**config.mk**
```make
export PLATFORM = sky130hd
export DESIGN_NAME = smalltalk_token_scanner_top
export DESIGN_NICKNAME = d
export VERILOG_FILES = /design/src/rtl/core/stts_pkg.sv /design/src/rtl/core/smalltalk_token_scanner_top.sv /design/src/rtl/core/stts_front.sv /design/src/rtl/core/stts_queue.sv /design/src/rtl/core/stts_back.sv
export SDC_FILE = /design/constraint.sdc
export NUM_CORES = 1
export LEC_CHECK = 0
export BUFFER_PORTS_ARGS = -buffer_cell sky130_fd_sc_hd__buf_2
export CAP_MARGIN = 20
export CORE_ASPECT_RATIO = 1.4
export CORE_UTILIZATION = 50
export DETAILED_ROUTE_END_ITERATION = 7
export GPL_ROUTABILITY_DRIVEN = 0
export MAX_ROUTING_LAYER = met4
export PLACE_DENSITY = 0.7
export SETUP_SLACK_MARGIN = 0.3
export SYNTH_ARGS = -nofsm -noshare
export SYNTH_HDL_FRONTEND = slang
export SYNTH_SLANG_ARGS = --single-unit
```
**constraint.sdc**
```tcl
create_clock -name clock -period 14.09 [get_ports clock]
set_input_delay 2.818 -clock clock [delete_from_list [all_inputs] [get_ports clock]]
set_output_delay 2.818 -clock clock [all_outputs]
set_load 0.05 [all_outputs]
```
**src/rtl/core/stts_pkg.sv**
```systemverilog
// shared types, codes and character classes of the smalltalk token scanner
package stts_pkg;

   localparam int LINE_BITS_DEFAULT   = 20;
   localparam int COLUMN_BITS_DEFAULT = 12;
   localparam int QUEUE_DEPTH_DEFAULT = 4;

   // widths of the result fields
   localparam int LINE_W = 20;
   localparam int COL_W  = 12;

   // results one request can cause, and the width of their count
   localparam int GROUP_ITEMS = 3;
   localparam int GROUP_CNT_W = $clog2(GROUP_ITEMS + 1);

   // request codes
   localparam logic [1:0] REQ_CHAR = 2'd0;
   localparam logic [1:0] REQ_EOL  = 2'd1;
   localparam logic [1:0] REQ_EOI  = 2'd2;

   // token classes
   localparam logic [5:0] KIND_UNKNOWN   = 6'd0;
   localparam logic [5:0] KIND_IDENT     = 6'd1;
   localparam logic [5:0] KIND_KEYWORD   = 6'd2;
   localparam logic [5:0] KIND_KWSEQ     = 6'd3;
   localparam logic [5:0] KIND_INTEGER   = 6'd4;
   localparam logic [5:0] KIND_DECIMAL   = 6'd5;
   localparam logic [5:0] KIND_STRING    = 6'd6;
   localparam logic [5:0] KIND_PRIMITIVE = 6'd7;
   localparam logic [5:0] KIND_SEPARATOR = 6'd8;
   localparam logic [5:0] KIND_OPSEQ     = 6'd9;
   localparam logic [5:0] KIND_ASSIGN    = 6'd10;
   localparam logic [5:0] KIND_COLON     = 6'd11;
   localparam logic [5:0] KIND_LBRACKET  = 6'd12;
   localparam logic [5:0] KIND_RBRACKET  = 6'd13;
   localparam logic [5:0] KIND_LPAREN    = 6'd14;
   localparam logic [5:0] KIND_RPAREN    = 6'd15;
   localparam logic [5:0] KIND_HASH      = 6'd16;
   localparam logic [5:0] KIND_CARET     = 6'd17;
   localparam logic [5:0] KIND_PERIOD    = 6'd18;
   localparam logic [5:0] KIND_TILDE     = 6'd19;
   localparam logic [5:0] KIND_AMP       = 6'd20;
   localparam logic [5:0] KIND_BAR       = 6'd21;
   localparam logic [5:0] KIND_STAR      = 6'd22;
   localparam logic [5:0] KIND_SLASH     = 6'd23;
   localparam logic [5:0] KIND_BACKSLASH = 6'd24;
   localparam logic [5:0] KIND_PLUS      = 6'd25;
   localparam logic [5:0] KIND_EQUAL     = 6'd26;
   localparam logic [5:0] KIND_GREATER   = 6'd27;
   localparam logic [5:0] KIND_LESS      = 6'd28;
   localparam logic [5:0] KIND_COMMA     = 6'd29;
   localparam logic [5:0] KIND_AT        = 6'd30;
   localparam logic [5:0] KIND_PERCENT   = 6'd31;
   localparam logic [5:0] KIND_MINUS     = 6'd32;

   // characters with a role of their own
   localparam logic [7:0] CH_QUOTE     = 8'h27;
   localparam logic [7:0] CH_DQUOTE    = 8'h22;
   localparam logic [7:0] CH_BACKSLASH = 8'h5c;
   localparam logic [7:0] CH_COLON     = 8'h3a;
   localparam logic [7:0] CH_EQUAL     = 8'h3d;
   localparam logic [7:0] CH_DASH      = 8'h2d;
   localparam logic [7:0] CH_DOT       = 8'h2e;
   localparam logic [7:0] CH_UNDERSCORE = 8'h5f;
   localparam logic [7:0] CH_LOWER_P   = 8'h70;
   localparam logic [7:0] CH_NEWLINE   = 8'h0a;

   typedef enum logic [3:0] {
      MODE_IDLE    = 4'd0,
      MODE_COMMENT = 4'd1,
      MODE_STRING  = 4'd2,
      MODE_ESCAPE  = 4'd3,
      MODE_IDENT   = 4'd4,
      MODE_KWCOLON = 4'd5,
      MODE_KWSEQ   = 4'd6,
      MODE_NUMBER  = 4'd7,
      MODE_COLON   = 4'd8,
      MODE_OPS     = 4'd9,
      MODE_SEP     = 4'd10
   } mode_type;

   typedef struct packed {
      logic [1:0] req_type;
      logic [7:0] in_byte;
   } req_payload_type;

   typedef struct packed {
      logic [7:0]        text_byte;
      logic              byte_valid;
      logic [5:0]        token_kind;
      logic              token_end;
      logic [7:0]        lead_char;
      logic [LINE_W-1:0] line_number;
      logic [COL_W-1:0]  start_column;
      logic              bad_escape;
      logic              run_last;
   } rsp_payload_type;

   // all results of one request
   typedef struct packed {
      rsp_payload_type [GROUP_ITEMS-1:0] item;
      logic [GROUP_CNT_W-1:0]            count;
   } group_type;

   function automatic logic is_alpha(input logic [7:0] c);
      return (c >= 8'h61 && c <= 8'h7a) || (c >= 8'h41 && c <= 8'h5a);
   endfunction

   function automatic logic is_digit(input logic [7:0] c);
      return c >= 8'h30 && c <= 8'h39;
   endfunction

   function automatic logic is_space(input logic [7:0] c);
      return c == 8'h20 || (c >= 8'h09 && c <= 8'h0d);
   endfunction

   function automatic logic [5:0] op_kind(input logic [7:0] c);
      logic [5:0] k;
      case (c)
         8'h7e:   k = KIND_TILDE;
         8'h26:   k = KIND_AMP;
         8'h7c:   k = KIND_BAR;
         8'h2a:   k = KIND_STAR;
         8'h2f:   k = KIND_SLASH;
         8'h5c:   k = KIND_BACKSLASH;
         8'h2b:   k = KIND_PLUS;
         8'h3d:   k = KIND_EQUAL;
         8'h3e:   k = KIND_GREATER;
         8'h3c:   k = KIND_LESS;
         8'h2c:   k = KIND_COMMA;
         8'h40:   k = KIND_AT;
         8'h25:   k = KIND_PERCENT;
         8'h2d:   k = KIND_MINUS;
         default: k = KIND_UNKNOWN;
      endcase
      return k;
   endfunction

   function automatic logic [5:0] punct_kind(input logic [7:0] c);
      logic [5:0] k;
      case (c)
         8'h5b:   k = KIND_LBRACKET;
         8'h5d:   k = KIND_RBRACKET;
         8'h28:   k = KIND_LPAREN;
         8'h29:   k = KIND_RPAREN;
         8'h23:   k = KIND_HASH;
         8'h5e:   k = KIND_CARET;
         8'h2e:   k = KIND_PERIOD;
         default: k = KIND_UNKNOWN;
      endcase
      return k;
   endfunction

   // letters of the word primitive
   function automatic logic [7:0] prim_char(input logic [3:0] idx);
      logic [7:0] ch;
      case (idx)
         4'd0:    ch = 8'h70;
         4'd1:    ch = 8'h72;
         4'd2:    ch = 8'h69;
         4'd3:    ch = 8'h6d;
         4'd4:    ch = 8'h69;
         4'd5:    ch = 8'h74;
         4'd6:    ch = 8'h69;
         4'd7:    ch = 8'h76;
         4'd8:    ch = 8'h65;
         default: ch = 8'h00;
      endcase
      return ch;
   endfunction

endpackage

```
**src/rtl/core/smalltalk_token_scanner_top.sv**
```systemverilog
// top level of the smalltalk token scanner
//
//   channel   direction   payload                       handshake
//   req_      in          char / line end / input end   req_valid, req_ready
//   rsp_      out         one token text byte           rsp_valid, rsp_ready
//
// one request is taken per cycle while the group queue has room; a request yields
// zero to three results, which leave one per cycle from the back while rsp_ready is high
// sustained pace: set by the requests, or by the results when requests
// cause more than one
// reset clears the scanner to idle, line 1, column 0, and empties the queue
// a stalled rsp_ side fills the queue, then req_ready drops
module smalltalk_token_scanner_top #(
   parameter int LINE_BITS   = stts_pkg::LINE_BITS_DEFAULT,
   parameter int COLUMN_BITS = stts_pkg::COLUMN_BITS_DEFAULT,
   parameter int QUEUE_DEPTH = stts_pkg::QUEUE_DEPTH_DEFAULT
) (
   input  logic                      clock,
   input  logic                      reset,
   input  logic                      req_valid,
   output logic                      req_ready,
   input  stts_pkg::req_payload_type req_payload,
   output logic                      rsp_valid,
   input  logic                      rsp_ready,
   output stts_pkg::rsp_payload_type rsp_payload
);

   logic                q_push_valid, q_push_ready;
   stts_pkg::group_type q_push_group;
   logic                q_pop_valid, q_pop_ready;
   stts_pkg::group_type q_pop_group;

   stts_front #(
      .LINE_BITS   (LINE_BITS),
      .COLUMN_BITS (COLUMN_BITS)
   ) u_front (
      .clock       (clock),
      .reset       (reset),
      .req_valid   (req_valid),
      .req_ready   (req_ready),
      .req_payload (req_payload),
      .push_valid  (q_push_valid),
      .push_ready  (q_push_ready),
      .push_group  (q_push_group)
   );

   stts_queue #(
      .QUEUE_DEPTH (QUEUE_DEPTH)
   ) u_queue (
      .clock      (clock),
      .reset      (reset),
      .push_valid (q_push_valid),
      .push_ready (q_push_ready),
      .push_group (q_push_group),
      .pop_valid  (q_pop_valid),
      .pop_ready  (q_pop_ready),
      .pop_group  (q_pop_group)
   );

   stts_back u_back (
      .clock       (clock),
      .reset       (reset),
      .pop_valid   (q_pop_valid),
      .pop_ready   (q_pop_ready),
      .pop_group   (q_pop_group),
      .rsp_valid   (rsp_valid),
      .rsp_ready   (rsp_ready),
      .rsp_payload (rsp_payload)
   );

   // every result carries a byte or closes a token
   a_item_content: assert property (@(posedge clock) disable iff (reset)
      rsp_valid |-> (rsp_payload.byte_valid || rsp_payload.token_end))
      else $error("result with neither byte nor token end");

   // class only on the closing result
   a_kind_on_end: assert property (@(posedge clock) disable iff (reset)
      (rsp_valid && !rsp_payload.token_end) |-> (rsp_payload.token_kind == '0))
      else $error("token class on an inner byte");

   // a group is handed out without gaps
   a_group_contiguous: assert property (@(posedge clock) disable iff (reset)
      (rsp_valid && rsp_ready && !rsp_payload.run_last) |=> rsp_valid)
      else $error("gap inside the results of one request");

endmodule

```
**src/rtl/core/stts_front.sv**
```systemverilog
// scanner front: takes one request a cycle while the queue has room and builds the group of results it causes
module stts_front #(
   parameter int LINE_BITS   = stts_pkg::LINE_BITS_DEFAULT,
   parameter int COLUMN_BITS = stts_pkg::COLUMN_BITS_DEFAULT
) (
   input  logic                      clock,
   input  logic                      reset,
   input  logic                      req_valid,
   output logic                      req_ready,
   input  stts_pkg::req_payload_type req_payload,
   output logic                      push_valid,
   input  logic                      push_ready,
   output stts_pkg::group_type       push_group
);

   localparam int LineW = stts_pkg::LINE_W;
   localparam int ColW  = stts_pkg::COL_W;
   localparam int CntW  = stts_pkg::GROUP_CNT_W;

   stts_pkg::mode_type     mode_ff, mode_in;
   logic [7:0]             h0_ff, h0_in, h1_ff, h1_in;
   logic [1:0]             hc_ff, hc_in;
   logic                   dec_ff, dec_in;
   logic [LINE_BITS-1:0]   lc_ff, lc_in, tl_ff, tl_in;
   logic [COLUMN_BITS-1:0] cc_ff, cc_in, ts_ff, ts_in, dc_ff, dc_in;
   logic [3:0]             rl_ff, rl_in;
   logic                   ax_ff, ax_in;
   logic                   eb_ff, eb_in;

   stts_pkg::group_type    grp;
   logic                   req_fire;

   // scratch of the step logic
   logic [7:0]             c;
   logic                   prim;
   logic                   adv_en;
   logic [7:0]             adv_b;
   logic                   close_en;
   logic                   fin_en;
   logic [5:0]             fin_kind;
   logic [7:0]             fin_lead;
   logic                   dot_en;
   logic [5:0]             pk;
   logic [CntW-1:0]        n;

   function automatic stts_pkg::rsp_payload_type mk(
      input logic [7:0]             b,
      input logic                   v,
      input logic [5:0]             k,
      input logic                   e,
      input logic [7:0]             l,
      input logic                   bad,
      input logic [LINE_BITS-1:0]   ln,
      input logic [COLUMN_BITS-1:0] cl
   );
      stts_pkg::rsp_payload_type r;
      r.text_byte    = b;
      r.byte_valid   = v;
      r.token_kind   = k;
      r.token_end    = e;
      r.lead_char    = l;
      r.line_number  = LineW'(ln);
      r.start_column = ColW'(cl);
      r.bad_escape   = bad;
      r.run_last     = 1'b0;
      return r;
   endfunction

   // next state and result group of one request
   always_comb begin
      mode_in = mode_ff; h0_in = h0_ff; h1_in = h1_ff; hc_in = hc_ff;
      dec_in = dec_ff; lc_in = lc_ff; tl_in = tl_ff; cc_in = cc_ff;
      ts_in = ts_ff; dc_in = dc_ff; rl_in = rl_ff; ax_in = ax_ff; eb_in = eb_ff;
      grp = '0;
      n = '0;
      c = req_payload.in_byte;
      prim = ax_ff && (rl_ff == 4'd9);
      adv_en = 1'b0; adv_b = c; close_en = 1'b0;
      fin_en = 1'b0; fin_kind = stts_pkg::KIND_UNKNOWN; fin_lead = 8'h00;
      dot_en = 1'b0;
      pk = stts_pkg::punct_kind(c);

      // decide what the request does in the current mode
      unique case (req_payload.req_type)
         stts_pkg::REQ_CHAR: begin
            unique case (mode_ff)
               stts_pkg::MODE_COMMENT: begin
                  if (c == stts_pkg::CH_DQUOTE) mode_in = stts_pkg::MODE_IDLE;
               end
               stts_pkg::MODE_STRING: begin
                  if (c == stts_pkg::CH_QUOTE) begin
                     fin_en = 1'b1; fin_kind = stts_pkg::KIND_STRING;
                  end else if (c == stts_pkg::CH_BACKSLASH) begin
                     mode_in = stts_pkg::MODE_ESCAPE;
                  end else begin
                     adv_en = 1'b1;
                  end
               end
               stts_pkg::MODE_ESCAPE: begin
                  mode_in = stts_pkg::MODE_STRING;
                  adv_en = 1'b1;
                  case (c)
                     8'h74:   adv_b = 8'd9;
                     8'h62:   adv_b = 8'd8;
                     8'h6e:   adv_b = 8'd10;
                     8'h72:   adv_b = 8'd13;
                     8'h66:   adv_b = 8'd12;
                     8'h30:   adv_b = 8'd0;
                     8'h27:   adv_b = c;
                     8'h5c:   adv_b = c;
                     default: begin
                        adv_en = 1'b0;
                        eb_in = 1'b1;
                     end
                  endcase
               end
               stts_pkg::MODE_IDENT: begin
                  if (stts_pkg::is_alpha(c) || stts_pkg::is_digit(c) ||
                      (c == stts_pkg::CH_UNDERSCORE && !prim)) begin
                     if (ax_ff && !(rl_ff < 4'd9 && c == stts_pkg::prim_char(rl_ff)))
                        ax_in = 1'b0;
                     if (rl_ff != 4'd15) rl_in = rl_ff + 4'd1;
                     adv_en = 1'b1;
                  end else if (c == stts_pkg::CH_COLON && !prim) begin
                     adv_en = 1'b1;
                     mode_in = stts_pkg::MODE_KWCOLON;
                  end else begin
                     close_en = 1'b1;
                  end
               end
               stts_pkg::MODE_KWCOLON: begin
                  if (stts_pkg::is_alpha(c)) begin
                     adv_en = 1'b1;
                     mode_in = stts_pkg::MODE_KWSEQ;
                  end else begin
                     close_en = 1'b1;
                  end
               end
               stts_pkg::MODE_KWSEQ: begin
                  if (stts_pkg::is_alpha(c) || c == stts_pkg::CH_COLON) adv_en = 1'b1;
                  else close_en = 1'b1;
               end
               stts_pkg::MODE_NUMBER: begin
                  if (hc_ff == 2'd2) begin
                     // point held back until a digit confirms the decimal
                     if (stts_pkg::is_digit(c)) begin
                        adv_en = 1'b1;
                        dec_in = 1'b1;
                     end else begin
                        close_en = 1'b1;
                     end
                  end else if (stts_pkg::is_digit(c)) begin
                     adv_en = 1'b1;
                  end else if (c == stts_pkg::CH_DOT && !dec_ff && hc_ff == 2'd1) begin
                     h1_in = c;
                     hc_in = 2'd2;
                     dc_in = cc_ff;
                  end else begin
                     close_en = 1'b1;
                  end
               end
               stts_pkg::MODE_COLON: begin
                  if (c == stts_pkg::CH_EQUAL) begin
                     adv_en = 1'b1;
                     fin_en = 1'b1; fin_kind = stts_pkg::KIND_ASSIGN;
                  end else begin
                     close_en = 1'b1;
                  end
               end
               stts_pkg::MODE_OPS: begin
                  if (ax_ff && c == stts_pkg::CH_DASH) begin
                     adv_en = 1'b1;
                     rl_in = rl_ff + 4'd1;
                     if (rl_ff >= 4'd3) mode_in = stts_pkg::MODE_SEP;
                  end else if (stts_pkg::op_kind(c) != stts_pkg::KIND_UNKNOWN) begin
                     adv_en = 1'b1;
                     if (rl_ff != 4'd15) rl_in = rl_ff + 4'd1;
                     ax_in = 1'b0;
                  end else begin
                     close_en = 1'b1;
                  end
               end
               stts_pkg::MODE_SEP: begin
                  if (c == stts_pkg::CH_DASH) adv_en = 1'b1;
                  else close_en = 1'b1;
               end
               default: close_en = 1'b1;
            endcase
         end
         stts_pkg::REQ_EOL: begin
            if (mode_ff == stts_pkg::MODE_STRING || mode_ff == stts_pkg::MODE_ESCAPE) begin
               if (mode_ff == stts_pkg::MODE_ESCAPE) eb_in = 1'b1;
               mode_in = stts_pkg::MODE_STRING;
               adv_en = 1'b1;
               adv_b = stts_pkg::CH_NEWLINE;
            end else if (mode_ff != stts_pkg::MODE_COMMENT) begin
               close_en = 1'b1;
            end
         end
         stts_pkg::REQ_EOI: begin
            if (mode_ff != stts_pkg::MODE_COMMENT) close_en = 1'b1;
         end
         default: ;
      endcase

      // release held bytes and hold the new one
      if (adv_en) begin
         if (hc_in != 2'd0) begin
            grp.item[n] = mk(h0_in, 1'b1, stts_pkg::KIND_UNKNOWN, 1'b0, 8'h00, 1'b0,
                             tl_in, ts_in);
            n = n + 1'b1;
         end
         if (hc_in == 2'd2) begin
            grp.item[n] = mk(h1_in, 1'b1, stts_pkg::KIND_UNKNOWN, 1'b0, 8'h00, 1'b0,
                             tl_in, ts_in);
            n = n + 1'b1;
         end
         h0_in = adv_b;
         hc_in = 2'd1;
      end

      // end the pending token
      if (close_en) begin
         fin_en = 1'b1;
         unique case (mode_ff)
            stts_pkg::MODE_STRING, stts_pkg::MODE_ESCAPE: begin
               if (mode_ff == stts_pkg::MODE_ESCAPE) eb_in = 1'b1;
               fin_kind = stts_pkg::KIND_STRING;
            end
            stts_pkg::MODE_IDENT:
               fin_kind = prim ? stts_pkg::KIND_PRIMITIVE : stts_pkg::KIND_IDENT;
            stts_pkg::MODE_KWCOLON: fin_kind = stts_pkg::KIND_KEYWORD;
            stts_pkg::MODE_KWSEQ:   fin_kind = stts_pkg::KIND_KWSEQ;
            stts_pkg::MODE_NUMBER: begin
               fin_kind = dec_ff ? stts_pkg::KIND_DECIMAL : stts_pkg::KIND_INTEGER;
               // a point with no digit after it becomes its own token
               if (hc_in == 2'd2) begin
                  hc_in = 2'd1;
                  dot_en = 1'b1;
               end
            end
            stts_pkg::MODE_COLON: begin
               fin_kind = stts_pkg::KIND_COLON;
               fin_lead = stts_pkg::CH_COLON;
            end
            stts_pkg::MODE_OPS: begin
               if (rl_ff == 4'd1 && hc_in == 2'd1) begin
                  fin_kind = stts_pkg::op_kind(h0_in);
                  fin_lead = h0_in;
               end else begin
                  fin_kind = stts_pkg::KIND_OPSEQ;
               end
            end
            stts_pkg::MODE_SEP: fin_kind = stts_pkg::KIND_SEPARATOR;
            default: begin
               fin_en = 1'b0;
               hc_in = 2'd0;
               mode_in = stts_pkg::MODE_IDLE;
            end
         endcase
      end

      if (fin_en) begin
         if (hc_in == 2'd0) begin
            grp.item[n] = mk(8'h00, 1'b0, fin_kind, 1'b1, fin_lead, eb_in, tl_in, ts_in);
            n = n + 1'b1;
         end else if (hc_in == 2'd1) begin
            grp.item[n] = mk(h0_in, 1'b1, fin_kind, 1'b1, fin_lead, eb_in, tl_in, ts_in);
            n = n + 1'b1;
         end else begin
            grp.item[n] = mk(h0_in, 1'b1, stts_pkg::KIND_UNKNOWN, 1'b0, 8'h00, 1'b0,
                             tl_in, ts_in);
            n = n + 1'b1;
            grp.item[n] = mk(h1_in, 1'b1, fin_kind, 1'b1, fin_lead, eb_in, tl_in, ts_in);
            n = n + 1'b1;
         end
         hc_in = 2'd0;
         eb_in = 1'b0;
         mode_in = stts_pkg::MODE_IDLE;
      end

      if (dot_en) begin
         ts_in = dc_ff;
         grp.item[n] = mk(stts_pkg::CH_DOT, 1'b1, stts_pkg::KIND_PERIOD, 1'b1,
                          stts_pkg::CH_DOT, 1'b0, tl_in, ts_in);
         n = n + 1'b1;
      end

      // the character that ended a token starts the next one
      if (close_en && req_payload.req_type == stts_pkg::REQ_CHAR) begin
         mode_in = stts_pkg::MODE_IDLE;
         hc_in = 2'd0;
         if (stts_pkg::is_space(c)) begin
            mode_in = stts_pkg::MODE_IDLE;
         end else if (c == stts_pkg::CH_DQUOTE) begin
            mode_in = stts_pkg::MODE_COMMENT;
         end else begin
            ts_in = cc_ff;
            tl_in = lc_ff;
            eb_in = 1'b0;
            if (c == stts_pkg::CH_QUOTE) begin
               mode_in = stts_pkg::MODE_STRING;
            end else if (pk != stts_pkg::KIND_UNKNOWN) begin
               grp.item[n] = mk(c, 1'b1, pk, 1'b1, c, 1'b0, tl_in, ts_in);
               n = n + 1'b1;
            end else if (c == stts_pkg::CH_COLON) begin
               h0_in = c; hc_in = 2'd1;
               mode_in = stts_pkg::MODE_COLON;
            end else if (stts_pkg::op_kind(c) != stts_pkg::KIND_UNKNOWN) begin
               h0_in = c; hc_in = 2'd1;
               mode_in = stts_pkg::MODE_OPS;
               rl_in = 4'd1;
               ax_in = (c == stts_pkg::CH_DASH);
            end else if (stts_pkg::is_alpha(c)) begin
               h0_in = c; hc_in = 2'd1;
               mode_in = stts_pkg::MODE_IDENT;
               rl_in = 4'd1;
               ax_in = (c == stts_pkg::CH_LOWER_P);
            end else if (stts_pkg::is_digit(c)) begin
               h0_in = c; hc_in = 2'd1;
               mode_in = stts_pkg::MODE_NUMBER;
               dec_in = 1'b0;
            end else begin
               grp.item[n] = mk(c, 1'b1, stts_pkg::KIND_UNKNOWN, 1'b1, c, 1'b0,
                                tl_in, ts_in);
               n = n + 1'b1;
            end
         end
      end

      // position counters
      unique case (req_payload.req_type)
         stts_pkg::REQ_CHAR: begin
            if (cc_ff != '1) cc_in = cc_ff + 1'b1;
         end
         stts_pkg::REQ_EOL: begin
            if (lc_ff != '1) lc_in = lc_ff + 1'b1;
            cc_in = '0;
         end
         stts_pkg::REQ_EOI: begin
            mode_in = stts_pkg::MODE_IDLE;
            hc_in = 2'd0;
            lc_in = LINE_BITS'(1);
            cc_in = '0;
         end
         default: ;
      endcase

      if (n != '0) grp.item[n - 1'b1].run_last = 1'b1;
      grp.count = n;
   end

   // handshake toward the queue
   always_comb begin
      req_ready  = push_ready;
      req_fire   = req_valid && push_ready;
      push_valid = req_fire && (grp.count != '0);
      push_group = grp;
   end

   always_ff @(posedge clock) begin
      if (reset) begin
         mode_ff <= stts_pkg::MODE_IDLE;
         hc_ff   <= 2'd0;
         dec_ff  <= 1'b0;
         lc_ff   <= LINE_BITS'(1);
         cc_ff   <= '0;
         tl_ff   <= '0;
         ts_ff   <= '0;
         dc_ff   <= '0;
         rl_ff   <= 4'd0;
         ax_ff   <= 1'b0;
         eb_ff   <= 1'b0;
      end else if (req_fire) begin
         mode_ff <= mode_in;
         hc_ff   <= hc_in;
         dec_ff  <= dec_in;
         lc_ff   <= lc_in;
         cc_ff   <= cc_in;
         tl_ff   <= tl_in;
         ts_ff   <= ts_in;
         dc_ff   <= dc_in;
         rl_ff   <= rl_in;
         ax_ff   <= ax_in;
         eb_ff   <= eb_in;
      end
   end

   always_ff @(posedge clock) begin
      if (req_fire) begin
         h0_ff <= h0_in;
         h1_ff <= h1_in;
      end
   end

endmodule

```
**src/rtl/core/stts_queue.sv**
```systemverilog
// short queue of result groups between scanner front and output back
module stts_queue #(
   parameter int QUEUE_DEPTH = stts_pkg::QUEUE_DEPTH_DEFAULT
) (
   input  logic                clock,
   input  logic                reset,
   input  logic                push_valid,
   output logic                push_ready,
   input  stts_pkg::group_type push_group,
   output logic                pop_valid,
   input  logic                pop_ready,
   output stts_pkg::group_type pop_group
);

   localparam int PtrW = (QUEUE_DEPTH > 1) ? $clog2(QUEUE_DEPTH) : 1;
   localparam int CntW = $clog2(QUEUE_DEPTH + 1);

   stts_pkg::group_type slot_ff [QUEUE_DEPTH];
   logic [PtrW-1:0]     wr_ff, wr_in, rd_ff, rd_in;
   logic [CntW-1:0]     cnt_ff, cnt_in;
   logic                push, pop;

   always_comb begin
      push_ready = (cnt_ff != CntW'(QUEUE_DEPTH));
      pop_valid  = (cnt_ff != '0);
      pop_group  = slot_ff[rd_ff];
      push = push_valid && push_ready;
      pop  = pop_valid && pop_ready;
      wr_in = wr_ff;
      rd_in = rd_ff;
      if (push) wr_in = (wr_ff == PtrW'(QUEUE_DEPTH - 1)) ? '0 : wr_ff + 1'b1;
      if (pop)  rd_in = (rd_ff == PtrW'(QUEUE_DEPTH - 1)) ? '0 : rd_ff + 1'b1;
      cnt_in = cnt_ff;
      if (push && !pop) cnt_in = cnt_ff + 1'b1;
      else if (pop && !push) cnt_in = cnt_ff - 1'b1;
   end

   always_ff @(posedge clock) begin
      if (reset) begin
         wr_ff  <= '0;
         rd_ff  <= '0;
         cnt_ff <= '0;
      end else begin
         wr_ff  <= wr_in;
         rd_ff  <= rd_in;
         cnt_ff <= cnt_in;
      end
   end

   always_ff @(posedge clock) begin
      if (push) slot_ff[wr_ff] <= push_group;
   end

endmodule

```
**src/rtl/core/stts_back.sv**
```systemverilog
// output back: hands out the results of one group, one per cycle while rsp_ready is high
module stts_back (
   input  logic                          clock,
   input  logic                          reset,
   input  logic                          pop_valid,
   output logic                          pop_ready,
   input  stts_pkg::group_type           pop_group,
   output logic                          rsp_valid,
   input  logic                          rsp_ready,
   output stts_pkg::rsp_payload_type     rsp_payload
);

   localparam int CntW = stts_pkg::GROUP_CNT_W;

   stts_pkg::group_type cur_ff;
   logic                cur_valid_ff;
   logic [CntW-1:0]     idx_ff;
   logic                last;

   always_comb begin
      last        = (idx_ff == cur_ff.count - 1'b1);
      rsp_valid   = cur_valid_ff;
      rsp_payload = cur_ff.item[idx_ff];
      // next group loads while the last result of this one leaves
      pop_ready   = !cur_valid_ff || (rsp_ready && last);
   end

   always_ff @(posedge clock) begin
      if (reset) begin
         cur_valid_ff <= 1'b0;
         idx_ff       <= '0;
      end else if (pop_valid && pop_ready) begin
         cur_valid_ff <= 1'b1;
         idx_ff       <= '0;
      end else if (cur_valid_ff && rsp_ready) begin
         if (last) cur_valid_ff <= 1'b0;
         else idx_ff <= idx_ff + 1'b1;
      end
   end

   always_ff @(posedge clock) begin
      if (pop_valid && pop_ready) cur_ff <= pop_group;
   end

endmodule

```
==> results of run 1 <==
## flip-flops by register name, summed over array words and instances (netlist names), 2 cells and up, named ones only
register and flops:
u_queue.cnt_ff 3, u_back.cur_ff 176, u_front.lc_ff 20, u_front.mode_ff 4, u_back.idx_ff 2, u_front.dc_ff 12
u_front.tl_ff 20, u_front.h1_ff 8, u_queue.slot_ff 704, u_queue.wr_ff 2, u_front.h0_ff 8, u_queue.rd_ff 2
u_front.hc_ff 2, u_front.cc_ff 12, u_front.ts_ff 12, u_front.rl_ff 4
## cells by family (layout without fill, tap and decap cells)
family / Yosys count / in the layout / synth area share (%)
xor gates and xnor gates: 39 / 39 / 0.792
AOI/OAI and AO/OA: 559 / 559 / 9.14
DFF: 1001 / 1001 / 67.2
buffers and inverters: 239 / 318 / 2.25
and+or+nand+nor: 753 / 753 / 8.02
muxes: 283 / 283 / 11.8
adders and majority gates: 27 / 27 / 0.801
## per-stage QoR
stage          power, mW  util [%]
2_1_floorplan       5.14         -
3_3_place_gp        5.50      52.0
3_5_place_dp        5.53      52.0
4_1_cts             7.95      55.5
5_1_grt             8.16      55.6
6_report            7.89      55.6
## metal layers
| metal | track usage [%] | share of wire [%] |
|---|---|---|
| met1 | 28.6 | 38 |
| met2 | 40.9 | 50 |
| met3 | 4.52 | 7.7 |
| met4 | 10.8 | 4.4 |
| met5 | - | 0 |
## final cells by class
type | count | share of cell area [%]
Timing Repair Buffer | 112 | 1.59
Sequential cell | 1001 | 61.1
Multi-Input combinational cell | 1661 | 27.9
Inverter | 42 | 0.332
Tap cell | 1096 | 2.89
Clock inverter | 45 | 1.18
Clock buffer | 119 | 5.05
## how the worst min path moves through the flow
stage / startpoint / endpoint / slack (ns) / cells past startpoint
after floorplan: u_front.eb_ff / u_front.eb_ff / 0.46 / 2
after global placement: u_queue.cnt_ff[2] / u_queue.cnt_ff[2] / 0.49 / 2
after detailed placement: u_queue.cnt_ff[2] / u_queue.cnt_ff[2] / 0.50 / 2
after CTS: u_front.dc_ff[2] / u_front.dc_ff[2] / 0.51 / 2
after global routing: u_front.lc_ff[14] / u_front.lc_ff[14] / 0.53 / 2
final: u_front.lc_ff[14] / u_front.lc_ff[14] / 0.51 / 2
## power groups by stage
stage,Combinational [mW],Clock [mW],Sequential (mW)
2_1_floorplan,1.22,0,3.92
6_report,1.63,2.44,3.81
5_1_grt,1.73,2.58,3.85
3_3_place_gp,1.63,0,3.87
4_1_cts,1.66,2.48,3.82
3_5_place_dp,1.66,0,3.88
## layout by cell type (no fill, tap or decap), types with 73 or more instances in the layout
master                      Yosys  layout
sky130_fd_sc_hd__buf_2         29      73
sky130_fd_sc_hd__a21oi_1      100      97
sky130_fd_sc_hd__mux4_2       176     176
sky130_fd_sc_hd__nor2_1       242     239
sky130_fd_sc_hd__dfxtp_1      105     101
sky130_fd_sc_hd__clkbuf_16      0      90
sky130_fd_sc_hd__nand2_1      257     257
sky130_fd_sc_hd__edfxtp_1     896     896
sky130_fd_sc_hd__mux2i_1       99      99
sky130_fd_sc_hd__o21ai_0      160     160
## worst register-to-register path: stages (launching register included)
cell	delay [ns]
sky130_fd_sc_hd__dfxtp_1	1.03
sky130_fd_sc_hd__and2_1	0.37
sky130_fd_sc_hd__nand2_1	0.14
sky130_fd_sc_hd__nor3_1	0.43
sky130_fd_sc_hd__nor2_1	0.16
sky130_fd_sc_hd__o2111ai_2	0.18
sky130_fd_sc_hd__o22ai_4	0.31
sky130_fd_sc_hd__or3_1	0.63
sky130_fd_sc_hd__ha_1	0.46
sky130_fd_sc_hd__o41ai_4	0.45
sky130_fd_sc_hd__o22ai_4	0.14
sky130_fd_sc_hd__inv_1	0.15
sky130_fd_sc_hd__ha_1	0.27
sky130_fd_sc_hd__mux2i_4	0.27
sky130_fd_sc_hd__ha_1	0.31
sky130_fd_sc_hd__a31o_2	0.23
sky130_fd_sc_hd__a21oi_4	0.25
sky130_fd_sc_hd__and2_4	0.73
sky130_fd_sc_hd__buf_4	0.97
==> run summary, run 1 <==
run status: completed
hold-fix buffers at CTS: 0
Net count, final: 2948
Startpoint Class: input port
top cell type's share of synthesized area: 62.4%
sum of buffers and inverters on the critical path: 3
asr flop ratio synth: 0%
setup slack at placement: 3.20 ns
Final setup viols: 0
RSZ-0062 raised after global routing: false
Fmax: 97.6 MHz
Starting Density: 50.5%
Pleak: 15.1 nW
post-route clock period utilization: 72.8%
Antenna Violating Nets Remaining: 0
synthesized area per cell: 14.9 sq um
multi-input combinational cell area: 13200 sq um
required time of the worst setup path: 14.35 ns
cts bufs inserted: 89
instance area at placement: 44500 sq um
via count of the first global-routing pass: 26.2k
flop and latch count out of synthesis: 1001
maximum VDD drop: 127 uV
number of buffers added on ports: 73
hpwl dp: 65.2 mm
P_sw: 2.34 mW
largest area contributor in the synthesized netlist: sky130_fd_sc_hd__edfxtp_1
final hold violations: 0
final count of pins violating max slew: 0
post-layout min period: 10.25 ns
fraction of power spent switching nets: 29.6%
combined flip-flop and latch cell area: 29000 sq um
std cell rows: 127
class of the most critical setup path: input port to register
PnR worst setup slack: 3.84 ns
share of total power in combinational logic: 20.7%
EDFF count, synth: 896
first-pass GRT wire length: 156 mm
clock sink count: 1001
Worst path depth: 19
Remaining DRCs: 0
Routed Wire Length: 104 mm
remaining global-route overflow: 0
average detailed-routed wire length per instance: 25.5 um
non-filler instance count after layout: 4076
number of synthesis warnings: 0
Worst setup startpoint: req_payload[4]
worst hold slack: 0.514 ns
layout cell share with drive strength beyond 1: 16.6%
Register-to-Register Setup Slack: 6.18 ns
Critical Path End: u_queue.slot_ff[3][7]
transition time of the tightest slew-check pin: 1.13 ns
first drt pass iteration count: 6
Synthesized Nets: 2942
critical path capture point type: register
number of distinct library cell variants in the gate-level netlist after synthesis: 112
origin of the critical flop-to-flop path: u_front.mode_ff[0]
# H-tree levels: 3
overall die height: 350 um
area growth from synthesis to layout: 10.1%
number of cell instances on the worst register-to-register path: 18
core region area: 85500 sq um
final antenna diode count: 0
Die Area: 87500 sq um
initial antenna violation count: 1
largest incremental delay on the critical path: 0.92 ns
worst hold path class: register to register
worst flop-to-flop path endpoint: u_queue.slot_ff[3][7]
proportion of power drawn by the clock network: 30.9%
global router's overall resource usage: 24.4%
CP dominant cell by count: sky130_fd_sc_hd__ha_1
sequential cell area fraction in the yosys report: 67.2%
fillers: 6500
master cell of the clock root buffer: sky130_fd_sc_hd__clkbuf_16
violation count after the first detailed-routing iteration: 2699
vias after detailed routing: 26.0k
total setup buffers inserted after CTS: 0
pin count of the biggest net entering global routing: 115
Cell Pwr Density: 166 nW/um^2
number of gates resized after cts: 0
worst-path maximum fanout: 67
ordered list of cells on the worst path: buf_2 -> nor4bb_1 -> nand2_1 -> and3_1 -> and2_1 -> o2111ai_2 -> o22ai_4 -> or3_1 -> ha_1 -> o41ai_4 -> o22ai_4 -> inv_1 -> ha_1 -> mux2i_4 -> ha_1 -> a31o_2 -> a21oi_4 -> and2_4 -> buf_4
most used standard cell by instance count after synthesis: sky130_fd_sc_hd__edfxtp_1
Reg clk slew, reported paths: 0.06 ns
mapped cell area: 43100 sq um
number of cells in the design after placement: 3908
Max-cap violations: 0
I/O pin count: 74
Finished Cell Area: 47500 sq um
Arrival @ worst endpoint: 10.51 ns
most frequent cells after synthesis: sky130_fd_sc_hd__edfxtp_1 (896), sky130_fd_sc_hd__nand2_1 (257), sky130_fd_sc_hd__nor2_1 (242), sky130_fd_sc_hd__mux4_2 (176), sky130_fd_sc_hd__o21ai_0 (160)
main area contributors after synthesis: sky130_fd_sc_hd__edfxtp_1 (62%), sky130_fd_sc_hd__mux4_2 (9.2%), sky130_fd_sc_hd__dfxtp_1 (4.9%)
mean number of vias per cell: 6.38
horizontal die dimension: 250 um
Synth Flop Type: sky130_fd_sc_hd__edfxtp_1
clk buf depth: 3
setup TNS: 0 ns
remaining max-slew budget at the tightest pin: 24.8%
slowest cell on the critical path: sky130_fd_sc_hd__buf_4
Cell Int Power: 5.55 mW
sequential cell fraction of total power: 48.4%
kind of cell with the highest combined delay on the critical path: simple AND/OR/NAND/NOR gates
synthesized instance count: 2901
Worst-Skew Late Latency: 0.67 ns
TritonCTS clock tree: done
Clock Skews: 0.0422 ns
Note: power is estimated with default switching activity, not from simulation.
==> run 2: changes to the inputs <==
- clock period: 14.09 -> 8.7 ns (I/O delays scaled with it)
==> run summary, run 2 (synthesized netlist as in run 1, its figures left out) <==
Max-cap violations: 0 (unchanged)
class of the most critical setup path: input port to register
average detailed-routed wire length per instance: 25.8 um (+1.2%)
# H-tree levels: 3 (unchanged)
clock sink count: 1001 (unchanged)
vias after detailed routing: 26.2k (+0.75%)
initial antenna violation count: 0 (-1)
leading registers by flop count: u_queue.slot_ff x704, u_back.cur_ff x176
fillers: 6490 (-0.15%)
Routed Wire Length: 106 mm (+2.1%)
worst hold path class: register to register
Worst-Skew Late Latency: 0.70 ns (+0.03 ns)
Startpoint Class: input port
RSZ-0062 raised after global routing: false
master cell of the clock root buffer: sky130_fd_sc_hd__clkbuf_16
Clock Skews: 0.0402 ns (-0.00194 ns)
remaining global-route overflow: 0 (unchanged)
Net count, final: 2982 (+1.2%)
clk buf depth: 3 (unchanged)
Final setup viols: 0 (unchanged)
leading cell type in the layout, fill and taps excluded: sky130_fd_sc_hd__edfxtp_1
Arrival @ worst endpoint: 8.06 ns (-2.45 ns)
Antenna Violating Nets Remaining: 0 (unchanged)
final hold violations: 0 (unchanged)
mean number of vias per cell: 6.37 (-0.18%)
number of flip-flops under the largest register name: 704 (unchanged)
hold-fix buffers at CTS: 0 (unchanged)
post-layout min period: 7.63 ns
Die Area: 87500 sq um (unchanged)
number of gates resized after cts: 0 (unchanged)
via count of the first global-routing pass: 26.4k (+0.78%)
combined flip-flop and latch cell area: 29000 sq um (unchanged)
transition time of the tightest slew-check pin: 1.11 ns (-0.0153 ns)
number of buffers added on ports: 73 (unchanged)
total setup buffers inserted after CTS: 0 (unchanged)
TritonCTS clock tree: done
Starting Density: 50.5% (unchanged)
final count of pins violating max slew: 0 (unchanged)
core region area: 85500 sq um (unchanged)
multi-input combinational cell area: 13200 sq um (about the same)
Pleak: 15.4 nW (+1.8%)
area growth from synthesis to layout: 11.4%
remaining max-slew budget at the tightest pin: 25.8% (+1.0 points)
overall die height: 350 um (unchanged)
post-route clock period utilization: 87.6%
worst-path maximum fanout: 20 (-70%)
number of cells in the design after placement: 3941 (+0.84%)
utilization after layout: 56.2% (+0.62 points)
global router's overall resource usage: 25.0% (+0.65 points)
non-filler instance count after layout: 4114 (+0.93%)
first drt pass iteration count: 7 (+1)
first-pass GRT wire length: 161 mm (+2.7%)
largest register by flop count: u_queue.slot_ff
layout cell share with drive strength beyond 1: 17.6% (+1.1 points)
Remaining DRCs: 0 (unchanged)
run status: completed
horizontal die dimension: 250 um (unchanged)
maximum VDD drop: 292 uV (+130%)
I/O pin count: 74 (unchanged)
std cell rows: 127 (unchanged)
violation count after the first detailed-routing iteration: 3118 (+16%)
final antenna diode count: 0 (unchanged)
pin count of the biggest net entering global routing: 113 (-1.7%)
most frequent cells in the layout: sky130_fd_sc_hd__edfxtp_1 (896), sky130_fd_sc_hd__nand2_1 (257), sky130_fd_sc_hd__nor2_1 (239)
Cell Pwr Density: 270 nW/um^2 (+63%)
cts bufs inserted: 92 (+3.4%)
critical path capture point type: register
required time of the worst setup path: 9.13 ns (-5.22 ns)
Fmax: 131 MHz
hpwl dp: 67.2 mm (+3.0%)
Reg clk slew, reported paths: 0.06 ns (about the same)
==> run 2: changes by cell type in the layout (fill, tap and decap cells not counted), sizes merged <==
cell    previous run  this run
buf              112       143
clkinv            29        40
clkbuf           119       113
bufinv             9        11
==> run 2: worst paths after layout <==
check | slack (ns) | start | endpoint | depth (start not counted)
setup reg to reg | 1.73 | u_front.mode_ff[0] | u_queue.slot_ff[2][163] | 19
setup / recovery | 1.07 | req_payload[4] | u_queue.slot_ff[2][163] | 21
hold / removal | 0.52 | u_queue.cnt_ff[2] | u_queue.cnt_ff[2] | 2
hold reg to reg | 0.52 | u_queue.cnt_ff[2] | u_queue.cnt_ff[2] | 2
==> run 2: critical path, cell delays in order <==
cell	delay, ns
sky130_fd_sc_hd__buf_2	0.35
sky130_fd_sc_hd__nor4bb_1	0.80
sky130_fd_sc_hd__nand4_1	0.20
sky130_fd_sc_hd__nand3_1	0.37
sky130_fd_sc_hd__o21ai_0	0.22
sky130_fd_sc_hd__nand2_1	0.21
sky130_fd_sc_hd__o22ai_4	0.08
sky130_fd_sc_hd__or3_1	0.54
sky130_fd_sc_hd__ha_1	0.32
sky130_fd_sc_hd__o41ai_4	0.40
sky130_fd_sc_hd__o22ai_4	0.13
sky130_fd_sc_hd__inv_1	0.11
sky130_fd_sc_hd__ha_1	0.26
sky130_fd_sc_hd__mux2i_4	0.26
sky130_fd_sc_hd__inv_1	0.08
sky130_fd_sc_hd__ha_1	0.35
sky130_fd_sc_hd__nand2_1	0.25
sky130_fd_sc_hd__nor2_4	0.07
sky130_fd_sc_hd__nor2_1	0.37
sky130_fd_sc_hd__nand2_1	0.36
sky130_fd_sc_hd__o31ai_1	0.56
==> run 2: layout make-up <==
cell class	instances	area share [%]
repair buffers	143	2.30
clock inverters	58	1.52
clock buffers	113	5.04
flip-flops and latches	1001	60.4
multi-input cells	1661	27.5
inverters	42	0.328
well taps	1096	2.85
==> run 2: metrics by stage <==
step / total power, mW / worst slack, ns / cell area (sq um) / hold WS (ns) / TNS (ns)
final: 13.0 / 1.07 / 48000 / 0.515 / 0
after global placement: 8.92 / 0.749 / 44800 / 0.487 / 0
after detailed placement: 8.98 / 0.690 / 44800 / 0.499 / 0
after CTS: 13.1 / 1.38 / 48000 / 0.509 / 0
after global routing: 13.4 / 0.768 / 48000 / 0.526 / 0
after floorplan: 8.24 / -0.125 / 43100 / 0.457 / -88.09
==> run 2: power breakdown <==
| group | internal [mW] | total [mW] | switching (mW) |
|---|---|---|---|
| Clock | 2.34 | 4.13 | 1.78 |
| Sequential | 5.95 | 6.16 | 0.216 |
| Combinational | 0.820 | 2.67 | 1.85 |
| Total | 9.11 | 13.0 | 3.85 |
==> run 2: per-layer routing <==
layer  vias to the layer above  global-route usage (%)  part of all wire [%]
li1                      11400                       -                     -
met1                     13100                    29.8                    38
met2                      1325                    41.7                    50
met3                       345                    4.57                   7.5
met4                         0                    10.8                   4.5
met5                         -                       -                     0
